==> config.mk <==
export PLATFORM = sky130hd
export DESIGN_NAME = magic_length_prefixed_deframer_flat
export DESIGN_NICKNAME = d
export VERILOG_FILES = /design/src/mlpd_pkg.sv /design/src/mlpd_stream_if.sv /design/src/mlpd_parser.sv /design/src/magic_length_prefixed_deframer.sv /design/src/flat_wrapper.sv
export SDC_FILE = /design/constraint.sdc
export NUM_CORES = 1
export LEC_CHECK = 0
export ABC_CLOCK_PERIOD_IN_PS = 2900
export BUFFER_PORTS_ARGS = -buffer_cell sky130_fd_sc_hd__clkbuf_2
export CAP_MARGIN = 20
export CORE_MARGIN = 2
export CORE_UTILIZATION = 54
export DETAILED_ROUTE_END_ITERATION = 10
export PLACE_DENSITY = 0.83
export SLEW_MARGIN = 15
export SYNTH_ARGS = -nofsm -noshare
export SYNTH_HDL_FRONTEND = slang
export SYNTH_SLANG_ARGS = --single-unit
==> constraint.sdc <==
create_clock -name clk_i -period 2.9 [get_ports clk_i]
set_input_delay 0.145 -clock clk_i [delete_from_list [all_inputs] [get_ports clk_i]]
set_output_delay 0.145 -clock clk_i [all_outputs]
set_load 0.05 [all_outputs]
==> src/mlpd_pkg.sv <==
// Package for the length-prefixed deframer: phase and status codes,
// the result record and the register map constants. No dependencies.
`default_nettype none

package mlpd_pkg;

  typedef enum logic [1:0] {
    PH_MAGIC   = 2'd0,
    PH_LENGTH  = 2'd1,
    PH_PAYLOAD = 2'd2
  } phase_e;

  typedef enum logic [1:0] {
    ST_PAYLOAD  = 2'd0,
    ST_EMPTY    = 2'd1,
    ST_BADMAGIC = 2'd2
  } status_e;

  typedef struct packed {
    logic       valid;
    logic [7:0] payload_byte;
    logic [1:0] status;
    logic       last_of_message;
  } result_t;

  localparam int unsigned PaddrW      = 3;
  localparam logic        RegMagicIdx = 1'b0;
  localparam logic [7:0]  MagicReset  = 8'd77;
  localparam logic [1:0]  LenLastIdx  = 2'd3;

endpackage

`default_nettype wire

==> src/mlpd_stream_if.sv <==
// Stream interfaces for the deframer: received bytes in, results out.
// Uses no package.
`default_nettype none

interface mlpd_in_if;
  logic       valid;
  logic       ready;
  logic [7:0] rx_byte;

  modport source (output valid, output rx_byte, input ready);
  modport sink   (input valid, input rx_byte, output ready);
endinterface

interface mlpd_out_if;
  logic       valid;
  logic       ready;
  logic [7:0] payload_byte;
  logic [1:0] status;
  logic       last_of_message;

  modport source (output valid, output payload_byte, output status,
                  output last_of_message, input ready);
  modport sink   (input valid, input payload_byte, input status,
                  input last_of_message, output ready);
endinterface

`default_nettype wire

==> src/mlpd_parser.sv <==
// Header and payload tracking for the deframer: phase, length byte index
// and remaining count, plus the result for the byte being taken. Uses mlpd_pkg.
`default_nettype none

module mlpd_parser (
  input  wire logic            clk_i,
  input  wire logic            rst_ni,
  input  wire logic            accept_i,
  input  wire logic [7:0]      rx_byte_i,
  input  wire logic [7:0]      magic_i,
  output mlpd_pkg::result_t    res_o
);

  mlpd_pkg::phase_e phase_q, phase_d;
  logic [1:0]       len_idx_q, len_idx_d;
  logic [31:0]      remaining_q, remaining_d;

  logic [31:0] shifted;
  logic [31:0] decremented;

  assign shifted     = {remaining_q[23:0], rx_byte_i};
  assign decremented = remaining_q - 32'd1;

  // Next state.
  always_comb begin
    phase_d     = phase_q;
    len_idx_d   = len_idx_q;
    remaining_d = remaining_q;
    unique case (phase_q)
      mlpd_pkg::PH_LENGTH: begin
        remaining_d = shifted;
        if (len_idx_q == mlpd_pkg::LenLastIdx) begin
          len_idx_d = 2'd0;
          phase_d   = (shifted == 32'd0) ? mlpd_pkg::PH_MAGIC : mlpd_pkg::PH_PAYLOAD;
        end else begin
          len_idx_d = len_idx_q + 2'd1;
        end
      end
      mlpd_pkg::PH_PAYLOAD: begin
        remaining_d = decremented;
        if (decremented == 32'd0) begin
          phase_d = mlpd_pkg::PH_MAGIC;
        end
      end
      default: begin
        phase_d = mlpd_pkg::PH_MAGIC;
        if (rx_byte_i == magic_i) begin
          phase_d     = mlpd_pkg::PH_LENGTH;
          len_idx_d   = 2'd0;
          remaining_d = 32'd0;
        end
      end
    endcase
  end

  // Result for the byte being taken.
  always_comb begin
    res_o = '0;
    unique case (phase_q)
      mlpd_pkg::PH_LENGTH: begin
        if (len_idx_q == mlpd_pkg::LenLastIdx && shifted == 32'd0) begin
          res_o.valid           = 1'b1;
          res_o.status          = mlpd_pkg::ST_EMPTY;
          res_o.last_of_message = 1'b1;
        end
      end
      mlpd_pkg::PH_PAYLOAD: begin
        res_o.valid           = 1'b1;
        res_o.payload_byte    = rx_byte_i;
        res_o.status          = mlpd_pkg::ST_PAYLOAD;
        res_o.last_of_message = (decremented == 32'd0);
      end
      default: begin
        if (rx_byte_i != magic_i) begin
          res_o.valid  = 1'b1;
          res_o.status = mlpd_pkg::ST_BADMAGIC;
        end
      end
    endcase
  end

  always_ff @(posedge clk_i or negedge rst_ni) begin
    if (!rst_ni) begin
      phase_q     <= mlpd_pkg::PH_MAGIC;
      len_idx_q   <= 2'd0;
      remaining_q <= 32'd0;
    end else if (accept_i) begin
      phase_q     <= phase_d;
      len_idx_q   <= len_idx_d;
      remaining_q <= remaining_d;
    end
  end

endmodule

`default_nettype wire

==> src/magic_length_prefixed_deframer.sv <==
// Top level of the magic-byte length-prefixed deframer: stream channels,
// APB register port and result register. Uses mlpd_pkg, mlpd_parser and
// the stream interfaces in mlpd_stream_if.sv.
//
//  channel  direction  carries
//  rx_i     in         rx_byte, one received byte per item
//  tx_o     out        payload_byte, status, last_of_message
//  apb      in/out     magic_value register at byte address 0
//
// One byte is taken per cycle, and its result, if any, is offered from the
// result register in the next cycle. rx_i is held off only while a result
// waits in that register and tx_o is not ready; a byte that makes no result
// waits then as well. Reset clears the phase, length index, count and result
// valid, and loads magic_value with 77.
`default_nettype none

module magic_length_prefixed_deframer (
  input  wire logic                         clk_i,
  input  wire logic                         rst_ni,
  mlpd_in_if.sink                           rx_i,
  mlpd_out_if.source                        tx_o,
  input  wire logic                         psel,
  input  wire logic                         penable,
  input  wire logic                         pwrite,
  input  wire logic [mlpd_pkg::PaddrW-1:0]  paddr,
  input  wire logic [31:0]                  pwdata,
  output logic      [31:0]                  prdata,
  output logic                              pready
);

  logic [7:0]        magic_q;
  logic              accept;
  logic              cfg_wr;
  logic              out_valid_q, out_valid_d;
  mlpd_pkg::result_t res;
  logic [7:0]        payload_q;
  logic [1:0]        status_q;
  logic              last_q;

  assign pready = 1'b1;
  assign cfg_wr = psel && penable && pwrite && (paddr[2] == mlpd_pkg::RegMagicIdx);
  assign prdata = (paddr[2] == mlpd_pkg::RegMagicIdx) ? {24'd0, magic_q} : 32'd0;

  always_ff @(posedge clk_i or negedge rst_ni) begin
    if (!rst_ni) begin
      magic_q <= mlpd_pkg::MagicReset;
    end else if (cfg_wr) begin
      magic_q <= pwdata[7:0];
    end
  end

  assign rx_i.ready = !out_valid_q || tx_o.ready;
  assign accept     = rx_i.valid && rx_i.ready;

  mlpd_parser u_parser (
    .clk_i     (clk_i),
    .rst_ni    (rst_ni),
    .accept_i  (accept),
    .rx_byte_i (rx_i.rx_byte),
    .magic_i   (magic_q),
    .res_o     (res)
  );

  always_comb begin
    out_valid_d = out_valid_q;
    if (accept) begin
      out_valid_d = res.valid;
    end else if (tx_o.ready) begin
      out_valid_d = 1'b0;
    end
  end

  always_ff @(posedge clk_i or negedge rst_ni) begin
    if (!rst_ni) begin
      out_valid_q <= 1'b0;
    end else begin
      out_valid_q <= out_valid_d;
    end
  end

  always_ff @(posedge clk_i) begin
    if (accept && res.valid) begin
      payload_q <= res.payload_byte;
      status_q  <= res.status;
      last_q    <= res.last_of_message;
    end
  end

  assign tx_o.valid           = out_valid_q;
  assign tx_o.payload_byte    = payload_q;
  assign tx_o.status          = status_q;
  assign tx_o.last_of_message = last_q;

  // A byte is never taken while an untaken result would be overwritten.
  a_no_overwrite: assert property (@(posedge clk_i) disable iff (!rst_ni)
    accept |-> (!out_valid_q || tx_o.ready))
    else $error("item accepted over a pending result");

  // Discard results carry neither data nor an end mark.
  a_badmagic_clean: assert property (@(posedge clk_i) disable iff (!rst_ni)
    (tx_o.valid && tx_o.status == mlpd_pkg::ST_BADMAGIC)
      |-> (!tx_o.last_of_message && tx_o.payload_byte == 8'd0))
    else $error("discard result with data or end mark");

  // An empty-message result always ends its message with zero data.
  a_empty_last: assert property (@(posedge clk_i) disable iff (!rst_ni)
    (tx_o.valid && tx_o.status == mlpd_pkg::ST_EMPTY)
      |-> (tx_o.last_of_message && tx_o.payload_byte == 8'd0))
    else $error("empty-message result malformed");

  // A result appears only after an accepted item.
  a_result_cause: assert property (@(posedge clk_i) disable iff (!rst_ni)
    $rose(out_valid_q) |-> $past(accept))
    else $error("result without an accepted item");

endmodule

`default_nettype wire
==> src/flat_wrapper.sv <==
// flat-port wrapper written by rule: the top's interface ports become plain ports
module magic_length_prefixed_deframer_flat 
  (clk_i, rst_ni, psel, penable, pwrite, paddr, pwdata, prdata, pready, rx_i_valid, rx_i_rx_byte, rx_i_ready, tx_o_valid, tx_o_payload_byte, tx_o_status, tx_o_last_of_message, tx_o_ready);
  mlpd_in_if rx_i_i ();
  mlpd_out_if tx_o_i ();
  input  wire logic clk_i;
  input  wire logic rst_ni;
  input  wire logic psel;
  input  wire logic penable;
  input  wire logic pwrite;
  input  wire logic [mlpd_pkg::PaddrW-1:0] paddr;
  input  wire logic [31:0] pwdata;
  output logic      [31:0] prdata;
  output logic pready;
  input wire logic [$bits(rx_i_i.valid)-1:0] rx_i_valid;
  input wire logic [$bits(rx_i_i.rx_byte)-1:0] rx_i_rx_byte;
  output wire logic [$bits(rx_i_i.ready)-1:0] rx_i_ready;
  output wire logic [$bits(tx_o_i.valid)-1:0] tx_o_valid;
  output wire logic [$bits(tx_o_i.payload_byte)-1:0] tx_o_payload_byte;
  output wire logic [$bits(tx_o_i.status)-1:0] tx_o_status;
  output wire logic [$bits(tx_o_i.last_of_message)-1:0] tx_o_last_of_message;
  input wire logic [$bits(tx_o_i.ready)-1:0] tx_o_ready;
  assign rx_i_i.valid = rx_i_valid;
  assign rx_i_i.rx_byte = rx_i_rx_byte;
  assign rx_i_ready = rx_i_i.ready;
  assign tx_o_valid = tx_o_i.valid;
  assign tx_o_payload_byte = tx_o_i.payload_byte;
  assign tx_o_status = tx_o_i.status;
  assign tx_o_last_of_message = tx_o_i.last_of_message;
  assign tx_o_i.ready = tx_o_ready;
  magic_length_prefixed_deframer u_core (.clk_i(clk_i), .rst_ni(rst_ni), .rx_i(rx_i_i), .tx_o(tx_o_i), .psel(psel), .penable(penable), .pwrite(pwrite), .paddr(paddr), .pwdata(pwdata), .prdata(prdata), .pready(pready));
endmodule
# After elaboration in Yosys (flattened, before gate mapping)
# Index checks and enable logic that the tools add are counted.
[word_totals] inputBits=50 out_inout_bits=46 wordCells=55 register_bits=56
[op_classes] muxes=20 n_bitwise=2 n_reduce_logical=16 n_eq_ne=7 add_sub_neg=2
[op_table] op="logical NOT 32 bit" count=2
[op_table] op="one-hot mux 32 bit (2 select lines)" count=1
[op_table] op="2-to-1 mux 32 bit" count=1
[op_table] op="subtractor 32 x 1 -> 32 bit (second input constant)" count=1
[op_table] op="2-to-1 mux 2 bit" count=7
[op_table] op="one-hot mux 2 bit (2 select lines)" count=3
[op_table] op="equality test 8 bit" count=1
[op_table] op="2-to-1 mux 8 bit" count=1
[op_table] op="inequality test 8 bit" count=1
[op_table] op="logical AND 1 bit" count=6
[op_table] op="AND reduction 3 bit" count=2
[op_table] op="2-to-1 mux 1 bit" count=5
[op_table] op="equality test 2 bit (second input constant)" count=2
[op_table] op="inequality test 2 bit (second input constant)" count=2
[op_table] op="one-hot mux 1 bit (2 select lines)" count=2
[op_table] op="nonzero test 2 bit" count=2
[op_table] op="nonzero test 3 bit" count=1
[op_table] op="adder 2 x 1 -> 2 bit (second input constant)" count=1
[op_table] op="equality test 2 x 1 -> 1 bit (second input constant)" count=1
[op_table] op="inverter 1 bit" count=2
[op_table] op="AND reduction 2 bit" count=1
[op_table] op="logical NOT 1 bit" count=1
[op_table] op="logical OR 1 bit" count=1

# Logic depth before layout (Yosys ltp)
[logic_depth] word_depth=5 mapped_depth=10 mapped_depth_nobuf=9

# Modules after synthesis
# Synthesis repeated with hierarchy kept, for this count alone.
[hier_totals] cells_unflattened=450 hier_area_um2=3997.6
[by_module_without_submodules] module="mlpd_parser" n_inst=1 area_per_inst_um2=3031.7 cells_each=381
[by_module_without_submodules] module="magic_length_prefixed_deframer" n_inst=1 area_per_inst_um2=965.9 cells_each=69

# Worst setup path before layout
# Ideal clock, no wire load.
[synth_path] kind="reg2reg" start="register u_core.u_parser.remaining_q[0]" end="register u_core.u_parser.phase_q[0]" setup_time_ns=0.128 synth_period_minus_slack_ns=2.544 t_required_ns=2.772 arrival_ns=2.416 stages_incl_launch_ff=11 slack_ns=0.356 n_path_buf=1 cell_sequence="dfrtp_1 > inv_1 > ha_1 > nor3b_4 > nand4_1 > buf_2 > xor2_1 > nand4_1 > nor4_4 > mux2i_1 > nand3_1"
[synth_between] elab_chain_cells=4
[synth_rtl] element="start, declared" line_no="mlpd_parser.sv:16" rtl="logic [31:0] remaining_q, remaining_d;"
[synth_rtl] element="start signal, assigned" line_no="mlpd_parser.sv:90" rtl="remaining_q <= remaining_d;"
[synth_rtl] element="subtractor 32 x 1 -> 32 bit" line_no="mlpd_parser.sv:22" rtl="assign decremented = remaining_q - 32'd1;"
[synth_rtl] element="logical NOT 32 bit" line_no="mlpd_parser.sv:41" rtl="if (decremented == 32'd0) begin"
[synth_rtl] element="inequality test 2 bit (no line)"
[synth_rtl] element="AND reduction 3 bit (no line)"
[synth_rtl] element="end signal, assigned" line_no="mlpd_parser.sv:84" rtl="phase_q <= mlpd_pkg::PH_MAGIC;"
[synth_rtl] element="end signal, assigned" line_no="mlpd_parser.sv:88" rtl="phase_q <= phase_d;"
[synth_rtl] element="end, declared" line_no="mlpd_parser.sv:14" rtl="mlpd_pkg::phase_e phase_q, phase_d;"
# Every way passes these cells.
# A chain may end at the register's enable or synchronous reset.

# Worst setup path after layout
[layout_path] start="register u_core.u_parser.remaining_q[1]" end="register u_core.u_parser.phase_q[0]"
# Same word-level chain as after synthesis.

==> results_dict.tcl <==
set metrics [dict create \
    dpl.cell_count 582 \
    cts_made_buffers 5 \
    drc_errors 0 \
    final_nets 547 \
    grt_pass1_vias 3346 \
    antenna_found_initial 0 \
    max-slew-margin-rel 0.401 \
    grt_start_max_net_pins 48 \
    num_vias 3656 \
    post-route-min-period_ns 2.64 \
    fin_crit_sh 0.909 \
    setup_viol 0 \
    status "completed" \
    crit_arrival_ns 2.85 \
    endpoint_kind "flip-flop" \
    io_buffers 44 \
    power_density_nw_per_um2 1070 \
    syn_inst 443 \
    fin_setup_tns_ns 0 \
    ys_seq_area_frac 0.374 \
    die_x_um 89.1 \
    path_cells "inv_1 > ha_1 > nor3b_4 > buf_4 > nand2_1 > xor2_1 > nand4_1 > nor4_4 > mux2i_1 > nand3_1" \
    min_path_type "input pin to flip-flop" \
    htree_levels 2 \
    cts.path.max_buffers 2 \
    root_buffer "clkbuf_8" \
    synth.distinct_cells 65 \
    worstSetupPathType "flip-flop to flip-flop" \
    cap_violations 0 \
    ioPinCount 96 \
    clk_latency_ns 0.33 \
    start_util 0.548 \
    yosysMostFrequentCell "dfrtp_1" \
    critPathSlowestCell "dfrtp_1" \
    path_delay_family "simple AND/OR/NAND/NOR gates" \
    synth.avg_cell_area_um2 8.83 \
    tightest_slew_ns 0.898 \
    final_cells 591 \
    routedWlPerCell_um 17.6 \
    grt_usage 0.267 \
    leakage_uw 0.00185 \
    drv_slew 0 \
    fmax_mhz 379 \
    synth_top_area_share 0.262 \
    synth_edf_count 11 \
    fin_util 0.610 \
    cts_tree "built" \
    total_power_uw 4670 \
    ys_seq_elements 56 \
    dieArea_um2 7940 \
    grt_pass1_wl_um 16400 \
    clock_sinks 56 \
    dr.pass1.iters 5 \
    wirelength_um 10400 \
    cp.required_ns 3.12 \
    path_max_fanout 9 \
    area_growth_pct 11.3 \
    place_congestion 0.984 \
    hold_viol_final 0 \
    fillers 632 \
    synth_common_cells "dfrtp_1 (41), nand2_1 (39), nor2_1 (37)" \
    drive_above_1_share 0.211 \
    cp-start-kind "flip-flop" \
    skew_ns 0.0114 \
    dpl.hpwl_um 7510 \
    coreArea_um2 7140 \
    netlist_area_um2 3910 \
    routed_via_density 6.19 \
    ant_nets 0 \
    synth_top_area_cell "dfrtp_1" \
    synthArstFlopShare 0.804 \
    ys_warn_count 0 \
    ys_dominant_reg_cell "dfrtp_1" \
    vdd_drop_max_mv 0.379 \
    rsz0062_at_grt "false" \
    antenna_cells 0 \
    gr-total-overflow 0 \
    fp.dieH_um 89.1 \
    clkSlewWorstSetupHoldPaths_ns 0.12 \
    yosys-top-cells-area "dfrtp_1 (26%), edfxtp_1 (8.4%), buf_4 (4.8%)" \
    placementRows 31 \
    cp_num_buf_inv 2 \
    slowest_delay_ns 0.40 \
    drtIter0Drc 475 \
    cts.repair.resized 0 \
]
[logic make-up (layout without fill, tap and decap cells)]
group	Yosys count	after routing	synth area share
adder cells (fa/ha/maj)	6	6	0.0192
flip-flops	56	56	0.374
other	2	25	0.00192
AND/OR/NAND/NOR	183	183	0.262
multiplexers	11	11	0.0307
XOR/XNOR	20	20	0.0448
buffers and inverters	64	90	0.0908
AO/OA/AOI/OAI	101	101	0.177
[worst paths after layout]
path,slack (ns),depth (start not counted),start,end
max in group asynchronous,1.73,3,rst_ni,u_core.u_parser.remaining_q[21]
setup reg to reg,0.26,10,u_core.u_parser.remaining_q[1],u_core.u_parser.phase_q[0]
hold / removal,0.03,2,pwdata[5],u_core.magic_q[5]
setup / recovery,0.26,10,u_core.u_parser.remaining_q[1],u_core.u_parser.phase_q[0]
hold reg to reg,0.53,1,u_core.u_parser.len_idx_q[1],u_core.u_parser.len_idx_q[1]
min in group asynchronous,0.46,2,rst_ni,u_core.u_parser.remaining_q[25]
[routing by layer]
metal / wire length (um) / share of wire / global-route usage
met1: 4240 / 0.41 / 0.377
met4: 223 / 0.021 / 0.0841
met2: 5130 / 0.49 / 0.429
met5: 0 / 0 / 0
met3: 827 / 0.079 / 0.0342
[report_power, final]
group	switching [uW]	total, uW	internal [uW]
logic	1780	2850	1070
registers	305	1330	1030
clock network	301	485	183
[what timing repair did]
item	CTS	global route
endpoints found under the hold margin	30	0
hold buffers	1	0
buffers inserted	0	0
[worst register-to-register path, cell delays in order, from the launching register on]
cell     delay [ns]
dfrtp_1        0.40
inv_1          0.13
ha_1           0.30
nor3b_4        0.25
buf_4          0.21
nand2_1        0.11
xor2_1         0.25
nand4_1        0.19
nor4_4         0.39
mux2i_1        0.22
nand3_1        0.08
[through the flow]
| step | worst slack (ns) | hold slack (ns) | area (um2) |
|---|---|---|---|
| 2_1_floorplan | 0.356 | -0.151 | 4000 |
| 3_3_place_gp | 0.380 | 0.316 | 4250 |
| 3_5_place_dp | 0.323 | 0.316 | 4250 |
| 4_1_cts | 0.297 | 0.0355 | 4350 |
| 5_1_grt | 0.0865 | 0.0292 | 4350 |
| 6_report | 0.265 | 0.0322 | 4350 |
[placed cells by master, fill, tap and decap left out, types with 11 or more instances in the layout]
master	count
clkbuf_2	44
dfrtp_1	41
nand2_1	39
nor2_1	37
o21ai_0	35
conb_1	25
buf_4	24
nor3_1	20
xnor2_1	15
a21oi_1	14
nand4_1	12
inv_1	11
nor4_1	11
nor2b_1	11
edfxtp_1	11
[sequential cells by signal, summed over array words and instances, names as in the netlist]
| signal | flops |
|---|---|
| u_core.tx_o.last_of_message | 1 |
| u_core.tx_o.status | 2 |
| u_core.u_parser.phase_q | 2 |
| u_core.tx_o.valid | 1 |
| u_core.magic_q | 8 |
| u_core.u_parser.remaining_q | 32 |
| u_core.tx_o.payload_byte | 8 |
| u_core.u_parser.len_idx_q | 2 |
[layout make-up]
| class | count | area (um2) | share of cell area |
|---|---|---|---|
| Sequential cell | 56 | 1460 | 0.336 |
| Timing Repair Buffer | 70 | 430 | 0.0989 |
| Multi-Input combinational cell | 346 | 2200 | 0.504 |
| Clock buffer | 5 | 68.8 | 0.0158 |
| Inverter | 12 | 45.0 | 0.0103 |
| Tap cell | 99 | 124 | 0.0284 |
| Clock inverter | 3 | 28.8 | 0.00661 |
Note: power is estimated with default switching activity, not from simulation.
